File: config.mk
export PLATFORM = sky130hd
export DESIGN_NAME = symmetric_fir_23_tap
export DESIGN_NICKNAME = d
export VERILOG_FILES = /design/src/rtl/core/sfir_pkg.sv /design/src/rtl/core/sfir_ring.sv /design/src/rtl/core/sfir_mac.sv /design/src/rtl/core/symmetric_fir_23_tap.sv
export SDC_FILE = /design/constraint.sdc
export NUM_CORES = 2
export LEC_CHECK = 0
export BUFFER_PORTS_ARGS = -buffer_cell sky130_fd_sc_hd__buf_4
export CAP_MARGIN = 20
export CELL_PAD_IN_SITES_DETAIL_PLACEMENT = 1
export CELL_PAD_IN_SITES_GLOBAL_PLACEMENT = 2
export CORE_ASPECT_RATIO = 1.25
export CORE_MARGIN = 2
export CORE_UTILIZATION = 41
export CTS_BUF_LIST = sky130_fd_sc_hd__clkbuf_4 sky130_fd_sc_hd__clkbuf_8
export DETAILED_ROUTE_END_ITERATION = 10
export PLACE_DENSITY = 0.83
export SLEW_MARGIN = 20
export SYNTH_ARGS = -nofsm -noshare
export SYNTH_HDL_FRONTEND = slang
export SYNTH_SLANG_ARGS = --single-unit
File: constraint.sdc
create_clock -name clk -period 7.2 [get_ports clk]
set_input_delay 0.72 -clock clk [delete_from_list [all_inputs] [get_ports clk]]
set_output_delay 0.72 -clock clk [all_outputs]
set_load 0.005 [all_outputs]
File: src/rtl/core/sfir_pkg.sv
// ----------------------------------------------------------------------------
// sfir_pkg
// Shared types, widths and the folded Q15 coefficient table for the 23-tap
// symmetric FIR.
// ----------------------------------------------------------------------------
`default_nettype none

package sfir_pkg;

  localparam int SAMPLE_W   = 16;
  localparam int PAIR_W     = 17;
  localparam int COEF_W     = 15;
  localparam int ACC_W      = 32;
  localparam int FRAC_BITS  = 15;
  localparam int NUM_STEPS  = 12;
  localparam int SPAN_DELAY = 22;
  localparam int AGE_W      = 5;
  localparam int STEP_W     = 4;

  typedef logic signed [SAMPLE_W-1:0] sample_t;

  // One multiply-accumulate step travelling down the datapath
  typedef struct packed {
    logic              vld;
    logic [STEP_W-1:0] idx;
    logic              last;
  } step_t;

  // Folded coefficients; the last entry is the centre tap
  function automatic logic [COEF_W-1:0] coef(input logic [STEP_W-1:0] idx);
    logic [COEF_W-1:0] c;
    unique case (idx)
      4'd0:    c = 15'd688;
      4'd1:    c = 15'd1283;
      4'd2:    c = 15'd2316;
      4'd3:    c = 15'd3709;
      4'd4:    c = 15'd5439;
      4'd5:    c = 15'd7431;
      4'd6:    c = 15'd9561;
      4'd7:    c = 15'd11666;
      4'd8:    c = 15'd13563;
      4'd9:    c = 15'd15074;
      4'd10:   c = 15'd16047;
      4'd11:   c = 15'd16384;
      default: c = '0;
    endcase
    return c;
  endfunction

endpackage

`default_nettype wire

File: src/rtl/core/sfir_ring.sv
// ----------------------------------------------------------------------------
// sfir_ring
// Sample delay line: one write port, two registered read ports, with a valid
// bit per entry so that unwritten entries read as zero after reset.
// ----------------------------------------------------------------------------
`default_nettype none

module sfir_ring #(
  parameter int DEPTH = 32,
  parameter int AW    = $clog2(DEPTH)
) (
  input  logic                clk,
  input  logic                rst,
  input  logic                wr_en,
  input  logic [AW-1:0]       wr_addr,
  input  sfir_pkg::sample_t   wr_data,
  input  logic [AW-1:0]       rd0_addr,
  input  logic [AW-1:0]       rd1_addr,
  input  logic                rd1_en,
  output sfir_pkg::sample_t   rd0_data,
  output sfir_pkg::sample_t   rd1_data
);

  sfir_pkg::sample_t mem [DEPTH];
  logic [DEPTH-1:0]  written;
  sfir_pkg::sample_t rd0_q;
  sfir_pkg::sample_t rd1_q;
  logic              rd0_ok;
  logic              rd1_ok;

  always_ff @(posedge clk) begin
    if (wr_en) begin
      mem[wr_addr] <= wr_data;
    end
    rd0_q <= mem[rd0_addr];
    rd1_q <= mem[rd1_addr];
  end

  always_ff @(posedge clk) begin
    if (rst) begin
      written <= '0;
      rd0_ok  <= 1'b0;
      rd1_ok  <= 1'b0;
    end else begin
      if (wr_en) begin
        written[wr_addr] <= 1'b1;
      end
      rd0_ok <= written[rd0_addr];
      rd1_ok <= rd1_en & written[rd1_addr];
    end
  end

  // Unwritten entries, and a disabled second port, read as zero
  assign rd0_data = rd0_ok ? rd0_q : '0;
  assign rd1_data = rd1_ok ? rd1_q : '0;

endmodule

`default_nettype wire

File: src/rtl/core/sfir_mac.sv
// ----------------------------------------------------------------------------
// sfir_mac
// Shared folded multiply-accumulate: pair add, coefficient multiply and
// 32-bit wrapping accumulate, one register stage each.
// ----------------------------------------------------------------------------
`default_nettype none

module sfir_mac (
  input  logic                                clk,
  input  logic                                rst,
  input  logic                                clear,
  input  sfir_pkg::step_t                     step,
  input  sfir_pkg::sample_t                   tap0,
  input  sfir_pkg::sample_t                   tap1,
  output logic                                done,
  output logic [sfir_pkg::ACC_W-1:0]          acc
);

  localparam int PROD_W = sfir_pkg::COEF_W + 1 + sfir_pkg::PAIR_W;

  sfir_pkg::step_t                      s2;
  sfir_pkg::step_t                      s3;
  sfir_pkg::step_t                      s4;
  logic signed [sfir_pkg::PAIR_W-1:0]   pair_q;
  logic [sfir_pkg::ACC_W-1:0]           prod_q;
  logic signed [sfir_pkg::COEF_W:0]     coef_s;
  logic signed [PROD_W-1:0]             prod_full;

  // s2 rides with the read taps, s3 with the pair sum, s4 with the product
  assign coef_s    = $signed({1'b0, sfir_pkg::coef(s3.idx)});
  assign prod_full = coef_s * pair_q;

  always_ff @(posedge clk) begin
    if (rst) begin
      s2 <= '0;
      s3 <= '0;
      s4 <= '0;
    end else begin
      s2 <= step;
      s3 <= s2;
      s4 <= s3;
    end
  end

  always_ff @(posedge clk) begin
    pair_q <= $signed({tap0[sfir_pkg::SAMPLE_W-1], tap0})
            + $signed({tap1[sfir_pkg::SAMPLE_W-1], tap1});
    prod_q <= prod_full[sfir_pkg::ACC_W-1:0];
  end

  // Accumulator wraps modulo 2^32
  always_ff @(posedge clk) begin
    if (clear) begin
      acc <= '0;
    end else if (s4.vld) begin
      acc <= acc + prod_q;
    end
  end

  assign done = s4.vld & s4.last;

endmodule

`default_nettype wire

File: src/rtl/core/symmetric_fir_23_tap.sv
// ----------------------------------------------------------------------------
// symmetric_fir_23_tap
// 23-tap linear-phase FIR for one photodiode channel: folded pairs, one
// shared multiply-accumulate under a small sequencer.
// ----------------------------------------------------------------------------
// Each accepted sample is written into a RING_DEPTH-entry delay line and one
// filtered sample is returned: the 11 folded tap pairs and the centre tap,
// last, are run through a single multiplier and accumulator, one step per
// cycle, and the 32-bit sum is shifted right by 15 and wrapped to 16 bits.
// An item is issued step by step into the shared multiply-accumulate,
// passes its 3 register stages and then the output register; the input
// stays stalled while a sample is being worked on, so the next sample is
// taken only once the last result has entered the output register.
// A finished result waits in the output register while the next sample
// is accepted. The delay line reads as zero until written, with no
// clearing pass.
// ----------------------------------------------------------------------------
`default_nettype none

module symmetric_fir_23_tap #(
  parameter int RING_DEPTH = 32
) (
  input  logic                     clk,
  input  logic                     rst,
  input  logic                     in_valid,
  output logic                     in_stall,
  input  logic signed [15:0]       sample_in,
  output logic                     out_valid,
  input  logic                     out_stall,
  output logic signed [15:0]       filtered_out
);

  localparam int AW = $clog2(RING_DEPTH);

  localparam logic [1:0] S_IDLE = 2'd0;
  localparam logic [1:0] S_RUN  = 2'd1;
  localparam logic [1:0] S_DONE = 2'd2;

  logic [1:0]                        state;
  logic [sfir_pkg::STEP_W-1:0]       cnt;
  logic [AW-1:0]                     wp;
  logic [AW-1:0]                     base;
  logic                              in_acc;
  logic                              issuing;
  sfir_pkg::step_t                   step;
  logic [sfir_pkg::AGE_W-1:0]        age0;
  logic [sfir_pkg::AGE_W-1:0]        age1;
  logic [AW-1:0]                     rd0_addr;
  logic [AW-1:0]                     rd1_addr;
  sfir_pkg::sample_t                 tap0;
  sfir_pkg::sample_t                 tap1;
  logic                              mac_done;
  logic [sfir_pkg::ACC_W-1:0]        acc;
  logic                              out_free;

  function automatic logic [AW-1:0] ring_addr(input logic [AW-1:0] b,
                                              input logic [sfir_pkg::AGE_W-1:0] a);
    logic [AW:0] t;
    t = {1'b0, b} + (AW+1)'(RING_DEPTH) - (AW+1)'(a);
    if (t >= (AW+1)'(RING_DEPTH)) begin
      t = t - (AW+1)'(RING_DEPTH);
    end
    return t[AW-1:0];
  endfunction

  assign in_stall = (state != S_IDLE);
  assign in_acc   = in_valid & ~in_stall;
  assign out_free = ~out_valid | ~out_stall;

  assign issuing   = (state == S_RUN) && (cnt < sfir_pkg::STEP_W'(sfir_pkg::NUM_STEPS));
  assign step.vld  = issuing;
  assign step.idx  = cnt;
  assign step.last = (cnt == sfir_pkg::STEP_W'(sfir_pkg::NUM_STEPS - 1));

  // Pair k reads ages k and 22-k; the centre step reads age 11 alone
  assign age0     = sfir_pkg::AGE_W'(cnt);
  assign age1     = sfir_pkg::AGE_W'(sfir_pkg::SPAN_DELAY) - sfir_pkg::AGE_W'(cnt);
  assign rd0_addr = ring_addr(base, age0);
  assign rd1_addr = ring_addr(base, age1);

  sfir_ring #(
    .DEPTH (RING_DEPTH),
    .AW    (AW)
  ) u_ring (
    .clk      (clk),
    .rst      (rst),
    .wr_en    (in_acc),
    .wr_addr  (wp),
    .wr_data  (sample_in),
    .rd0_addr (rd0_addr),
    .rd1_addr (rd1_addr),
    .rd1_en   (issuing && !step.last),
    .rd0_data (tap0),
    .rd1_data (tap1)
  );

  sfir_mac u_mac (
    .clk   (clk),
    .rst   (rst),
    .clear (in_acc),
    .step  (step),
    .tap0  (tap0),
    .tap1  (tap1),
    .done  (mac_done),
    .acc   (acc)
  );

  always_ff @(posedge clk) begin
    if (rst) begin
      state     <= S_IDLE;
      cnt       <= '0;
      wp        <= '0;
      out_valid <= 1'b0;
    end else begin
      // drop the result once taken, unless a new one replaces it
      if (out_valid && !out_stall && (state != S_DONE)) begin
        out_valid <= 1'b0;
      end
      unique case (state)
        S_IDLE: begin
          if (in_acc) begin
            state <= S_RUN;
            cnt   <= '0;
            wp    <= (wp == AW'(RING_DEPTH - 1)) ? '0 : wp + 1'b1;
          end
        end
        S_RUN: begin
          if (issuing) begin
            cnt <= cnt + 1'b1;
          end
          if (mac_done) begin
            state <= S_DONE;
          end
        end
        S_DONE: begin
          // hold the sum until the output register is free
          if (out_free) begin
            out_valid <= 1'b1;
            state     <= S_IDLE;
          end
        end
        default: state <= S_IDLE;
      endcase
    end
  end

  always_ff @(posedge clk) begin
    if (in_acc) begin
      base <= wp;
    end
    if (state == S_DONE && out_free) begin
      filtered_out <= $signed(acc[sfir_pkg::FRAC_BITS + 15:sfir_pkg::FRAC_BITS]);
    end
  end

  a_cnt_range: assert property (@(posedge clk) disable iff (rst)
    cnt <= sfir_pkg::STEP_W'(sfir_pkg::NUM_STEPS))
    else $error("step counter past last pair");

  a_done_in_run: assert property (@(posedge clk) disable iff (rst)
    mac_done |-> (state == S_RUN) && (cnt == sfir_pkg::STEP_W'(sfir_pkg::NUM_STEPS)))
    else $error("accumulate finished outside its run");

  a_out_from_done: assert property (@(posedge clk) disable iff (rst)
    $rose(out_valid) |-> $past(state) == S_DONE)
    else $error("result raised without a finished sum");

  a_accept_starts: assert property (@(posedge clk) disable iff (rst)
    in_acc |=> (state == S_RUN) && (cnt == '0))
    else $error("accepted transaction did not start a run");

endmodule

`default_nettype wire
# Yosys cells after proc, flatten, opt, wreduce, memory -nomap -nowiden
# Memory sizes are Yosys's and may differ from the RTL's. A register that Yosys moved wholly into a read port is not among the register bits.
# Index checks and enable logic that the tools add are counted.
# word_totals
out_inout_bits	18
n_memories	2
inputBits	20
ramBits	512
register_bits	158
wordCells	94
romBits	240
# memory_table
name	depth	width	read_ports	rd_clocked_by_memory_dff	wr	line_no	text
u_ring.mem	32	16	2	2	1	sfir_ring.sv:24	sfir_pkg::sample_t mem [DEPTH];
(no name shown)	16	15	1	1	0	sfir_pkg.sv:32	unique case (idx)
# op_classes
reduce_logical	14
add_sub_neg	10
n_lt_le_gt_ge	7
mul	1
mux	24
n_bitwise	8
eq_ne	9
# op_table
op	count
$add A32 B32 Y32	1
$mul A16 B17 Y32	1
$mux W16	2
$or A32 B32 Y32	1
$lt A5 B6 Y1 const B	3
$add A16 B16 Y17	1
$mux W5	3
$ge A6 B6 Y1 const B	2
$mux W4	3
$bmux W1 S5	2
$ne A2 B2 Y1 const B	5
$sub A5 B1 Y5 const B	2
$mux W1	8
$pmux W4 S2	1
$add A5 B6 Y6 const B	1
$logic_and A1 B1 Y1	6
$mux W2	3
$pmux W2 S3	1
$reduce_and A3 Y1	2
$sub A6 B4 Y6	1
$sub A6 B5 Y6	1
$add A5 B1 Y5 const B	1
$demux W1 S5	1
$eq A5 B5 Y1 const B	1
14 further kinds	20

# Logic depth before layout (Yosys ltp)
# depth
depth_word	7
ltp_mapped	26
mapped_depth_nobuf	24

# Cells and area by module
# Synthesis repeated with hierarchy kept, for this count alone.
# unflattened
cells_unflattened	2963
hier_area_um2	42280.6
# modules_own_cells
mod	area_per_inst_um2	cells_per_inst	instances
sfir_ring	25911.1	1208	1
sfir_mac	14906.8	1635	1
symmetric_fir_23_tap	1462.7	120	1

# Worst setup path before layout
# OpenSTA, ideal clock, no wires.
# synth_path
kind	register to register
start	reg u_mac.coef_s[7] (netlist name)
end	reg u_mac.prod_q[29] in the netlist's numbering
synth_period_minus_slack_ns	6.093
required_time_ns	7.128
path_stages_with_launch	24
t_arrival_ns	6.021
setup_ns	0.072
path_slack_ns	1.107
cell_sequence	dfxtp_1 > clkbuf_1 > clkbuf_1 > nand2_1 > fa_1 > inv_1 > fa_1 > fa_1 > fa_1 > fa_1 > inv_1 > fa_1 > inv_1 > ha_1 > clkbuf_1 > a21o_1 > a21o_1 > a21o_1 > a211o_1 > a211oi_1 > nor2_1 > a211o_1 > a21oi_1 > xnor2_1
# synth_via
elab_chain_len	1
# synth_lines
element	line_no	text
$mul A16 B17 Y32	sfir_mac.sv:31	assign prod_full = coef_s * pair_q;
net u_mac.prod_full[29]	sfir_mac.sv:27	logic signed [PROD_W-1:0] prod_full;
to (signal assigned)	sfir_mac.sv:48	prod_q <= prod_full[sfir_pkg::ACC_W-1:0];
to (decl)	sfir_mac.sv:25	logic [sfir_pkg::ACC_W-1:0] prod_q;
# The timed path passes the listed nets, and every way through them passes these cells.
# A chain may end at the register's enable or synchronous reset.

# Worst setup path after layout
# layout_path
start	reg u_mac.coef_s[1] (netlist name)
end	reg u_mac.prod_q[29] in the netlist's numbering
# layout_via
elab_chain_len	1
# layout_lines
element	line_no
$mul A16 B17 Y32	sfir_mac.sv:31
net u_mac.prod_full[29]	sfir_mac.sv:27
# The timed path passes the listed nets, and every way through them passes these cells.

==> run_results.csv <==
group,metric,value,unit
clock_tree,clkTransAtPathRegs,0.07,ns
synthesis,synth-async-reset-ratio,0,%
clock_tree,max-clock-path-buffers,3,
power_and_ir_drop,pwr-share-seq,48.7,%
timing,fin_setup_tns,0,ns
finish,areaGrowthSynthToFinish,10.3,%
worst_setup_path,critPathKind,"register to register",
synthesis,synth_top_area_share,38.2,%
worst_setup_path,critPathArrivalTime,7.16,ns
finish,final_cell_area,46200,um2
clock_tree,numCtsBuffers,113,
synthesis,synth_edf_count,533,
power_and_ir_drop,p_switching,2.46,mW
clock_tree,cts_hold_buf,0,
power_and_ir_drop,power_density,203,nW/um2
floorplanning,core,102000,um2
timing,relSlewSlack,32.4,%
worst_setup_path,cp-start-kind,"register",
detailed_routing,post_drt_wl_per_cell,24.0,um
timing,tightest_slew,1.01,ns
synthesis,syn-cell-area,41900,um2
finish,final_nets,3566,
detailed_routing,drc,0,
worst_setup_path,path_max_fanout,17,
run,max_cap_viol_count,0,
timing,skew,0.0494,ns
synthesis,synth.area.top_cells,"edfxtp_1 (38%), mux4_2 (16%), fa_1 (12%), dfxtp_1 (8.7%), ha_1 (4.4%)",
clock_tree,cts_setup_buffers,0,
worst_setup_path,crit_start,"u_mac.coef_s[1]",
clock_tree,cts_tree,"built",
global_route,grt_util_all_layers,21.2,%
detailed_routing,firstDrtPassIters,7,
global_route,antenna_found_initial,7,
synthesis,yosys.cell_count.top_type,"edfxtp_1",
synthesis,yosys_register_bits,715,
finish,fin_util,45.5,%
detailed_routing,first_iter_violations,1822,
power_and_ir_drop,p_int,6.91,mW
floorplanning,ios,38,
synthesis,synth_area_per_cell,13.6,um2
placed_design,place_hpwl,75.9,mm
timing,final-setup-viol-count,0,
power_and_ir_drop,switching_share,26.2,%
run_status,status,"completed",
timing,fin_crit,6.50,ns
placed_design,place_area,43900,um2
timing,finalCritPeriodShare,90.3,%
clock_tree,cts_resized,0,
power_and_ir_drop,combPwrFrac,14.2,%
floorplanning,die-area,105000,um2
worst_setup_path,timing.rr.start,"u_mac.coef_s[1]",
synthesis,synthCells,3082,
synthesis,post-synth-top-area-cell,"edfxtp_1",
power_and_ir_drop,clockPowerShare,37.1,%
global_route,grt_overflow,0,
detailed_routing,vias,25600,
placed_design,io_buffers,37,
power_and_ir_drop,p_leak,18.0,nW
floorplanning,die_h,361,um
worst_setup_path,required,7.86,ns
clock_tree,clk_latency,0.76,ns
global_route,grt_pass1_vias,28200,
global_route,grt_start_max_net_pins,137,
finish,final_layout_size_suffix_gt1_share,19.7,%
synthesis,synth_ff_type,"edfxtp_1",
timing,max_freq,154,MHz
worst_setup_path,crit_path_end_kind,"register",
worst_hold_path,hp-start,"in_valid",
detailed_routing,vias_per_cell,5.58,
synthesis,synth.yosys.warnings,0,
synthesis,synth_nets,3500,
global_route,grt_pass1_wl,169,mm
worst_hold_path,min_path_type,"input pin to register",
synthesis,synth_commonest_cells,"edfxtp_1 (533), inv_1 (319), mux4_2 (292)",
clock_tree,clockRootBuffer,"clkbuf_8",
clock_tree,htree_num_levels,3,
placed_design,place_congestion,0.804,
floorplanning,start_util,41.2,%
floorplanning,num_rows,131,
synthesis,synth_cell_types,68,
timing,hold_viol,0,
timing,finalMaxSlewViolations,0,
power_and_ir_drop,p_total,9.37,mW
timing,rsz0062_at_grt,"false",
detailed_routing,antenna_left,0,
clock_tree,clock-sinks,715,
power_and_ir_drop,peakVddDrop,0.000212,V
floorplanning,die_w,290,um
synthesis,ys_seq_area_share,46.9,%
detailed_routing,wirelength,110,mm
timing,whs,0.225,ns
## placed cells by master (no fill, tap or decap), types with 13 or more instances in the layout
cell type,netlist,layout
edfxtp_1,533,533
clkbuf_8,0,122
and2_1,158,158
nor3_1,19,19
mux4_2,292,292
clkinv_2,0,24
o21ai_1,18,18
a21o_1,43,43
ha_1,147,146
o21a_1,16,16
nand2_1,287,287
nor2_1,197,164
dfxtp_1,182,181
buf_4,2,94
inv_1,319,319
nand3_1,51,51
o21ai_0,15,15
xor2_1,27,25
fa_1,251,251
and3_1,22,22
nor2b_1,14,13
clkbuf_4,0,37
xnor2_1,58,56
a21oi_1,69,68
mux2i_1,70,70
clkinv_1,0,23
a221oi_1,17,17
nor2_2,0,33
a32oi_1,16,16
## cell families (layout without fill, tap and decap cells)
| logic type | after synthesis | count (layout) | synth area share, % |
|---|---|---|---|
| adder cells (fa/ha/maj) | 398 | 398 | 16.4 |
| multiplexers | 363 | 363 | 17.4 |
| flip-flops | 715 | 715 | 46.9 |
| other | 0 | 7 | 0 |
| AO/OA/AOI/OAI | 264 | 264 | 4.36 |
| XOR/XNOR | 87 | 87 | 1.91 |
| AND/OR/NAND/NOR | 783 | 783 | 8.63 |
| buffers and inverters | 472 | 637 | 4.39 |
## sequential cells by signal, summed over array words and instances (netlist names)
name / count
u_ring.rd1_q: 16
filtered_out: 16
u_mac.s4: 2
out_valid: 1
u_mac.acc: 31
u_ring.written: 32
u_mac.coef_s: 15
u_mac.pair_q: 17
u_ring.rd0_q: 16
u_mac.prod_q: 31
u_ring.rd1_ok: 1
u_ring.mem: 512
cnt: 4
u_mac.s2: 6
state: 2
base: 5
wp: 5
u_ring.rd0_ok: 1
u_mac.s3: 2
## critical path, cell delays in order (launching register included)
cell and delay, ns:
dfxtp_1 0.75, nand2_1 0.26, fa_1 0.55, fa_1 0.56
inv_1 0.06, fa_1 0.49, fa_1 0.51, fa_1 0.50
inv_1 0.05, fa_1 0.47, inv_1 0.04, ha_1 0.36
a21o_1 0.21, a21o_1 0.18, a21o_1 0.17, a211o_1 0.28
a211oi_1 0.26, nor2_1 0.14, a211o_1 0.27, a21oi_1 0.17
xnor2_1 0.13
## power groups by stage
stage / registers, mW / logic (mW) / clock network [mW]
3_5_place_dp: 4.65 / 1.33 / 0
3_3_place_gp: 4.65 / 1.30 / 0
2_1_floorplan: 4.62 / 0.940 / 0
4_1_cts: 4.56 / 1.33 / 3.58
5_1_grt: 4.57 / 1.42 / 3.74
6_report: 4.56 / 1.33 / 3.48
## cell type report
type	count	area [um2]
Fill cell	10400	55400
Multi-Input combinational cell	1895	20500
Sequential cell	715	19700
Clock buffer	159	1960
Tap cell	1330	1660
Inverter	322	1210
Timing Repair Buffer	101	845
Clock inverter	55	319
Antenna cell	7	17.5
## per-layer routing
layer	wire (um)	track usage [%]
met2	58800	39.1
met3	5360	2.72
met1	41800	25.1
met5	0	0
met4	3850	8.14
## per-stage QoR
| stage | instances | setup WS, ns |
|---|---|---|
| after CTS | 4576 | 0.617 |
| after floorplan | 3082 | 1.11 |
| after global routing | 4581 | 0.338 |
| after detailed placement | 4362 | 0.640 |
| final | 4584 | 0.699 |
| after global placement | 4361 | 0.750 |
## path summary, 6_finish.rpt
path | endpoint | slack, ns | depth (start not counted)
worst max-delay path | u_mac.prod_q[29] | 0.70 | 20
worst min-delay path | state[0] | 0.22 | 2
worst max register to register | u_mac.prod_q[29] | 0.70 | 20
worst min register to register | u_mac.s3[5] | 0.44 | 1
No activity file was read; power rests on OpenSTA's default activity.
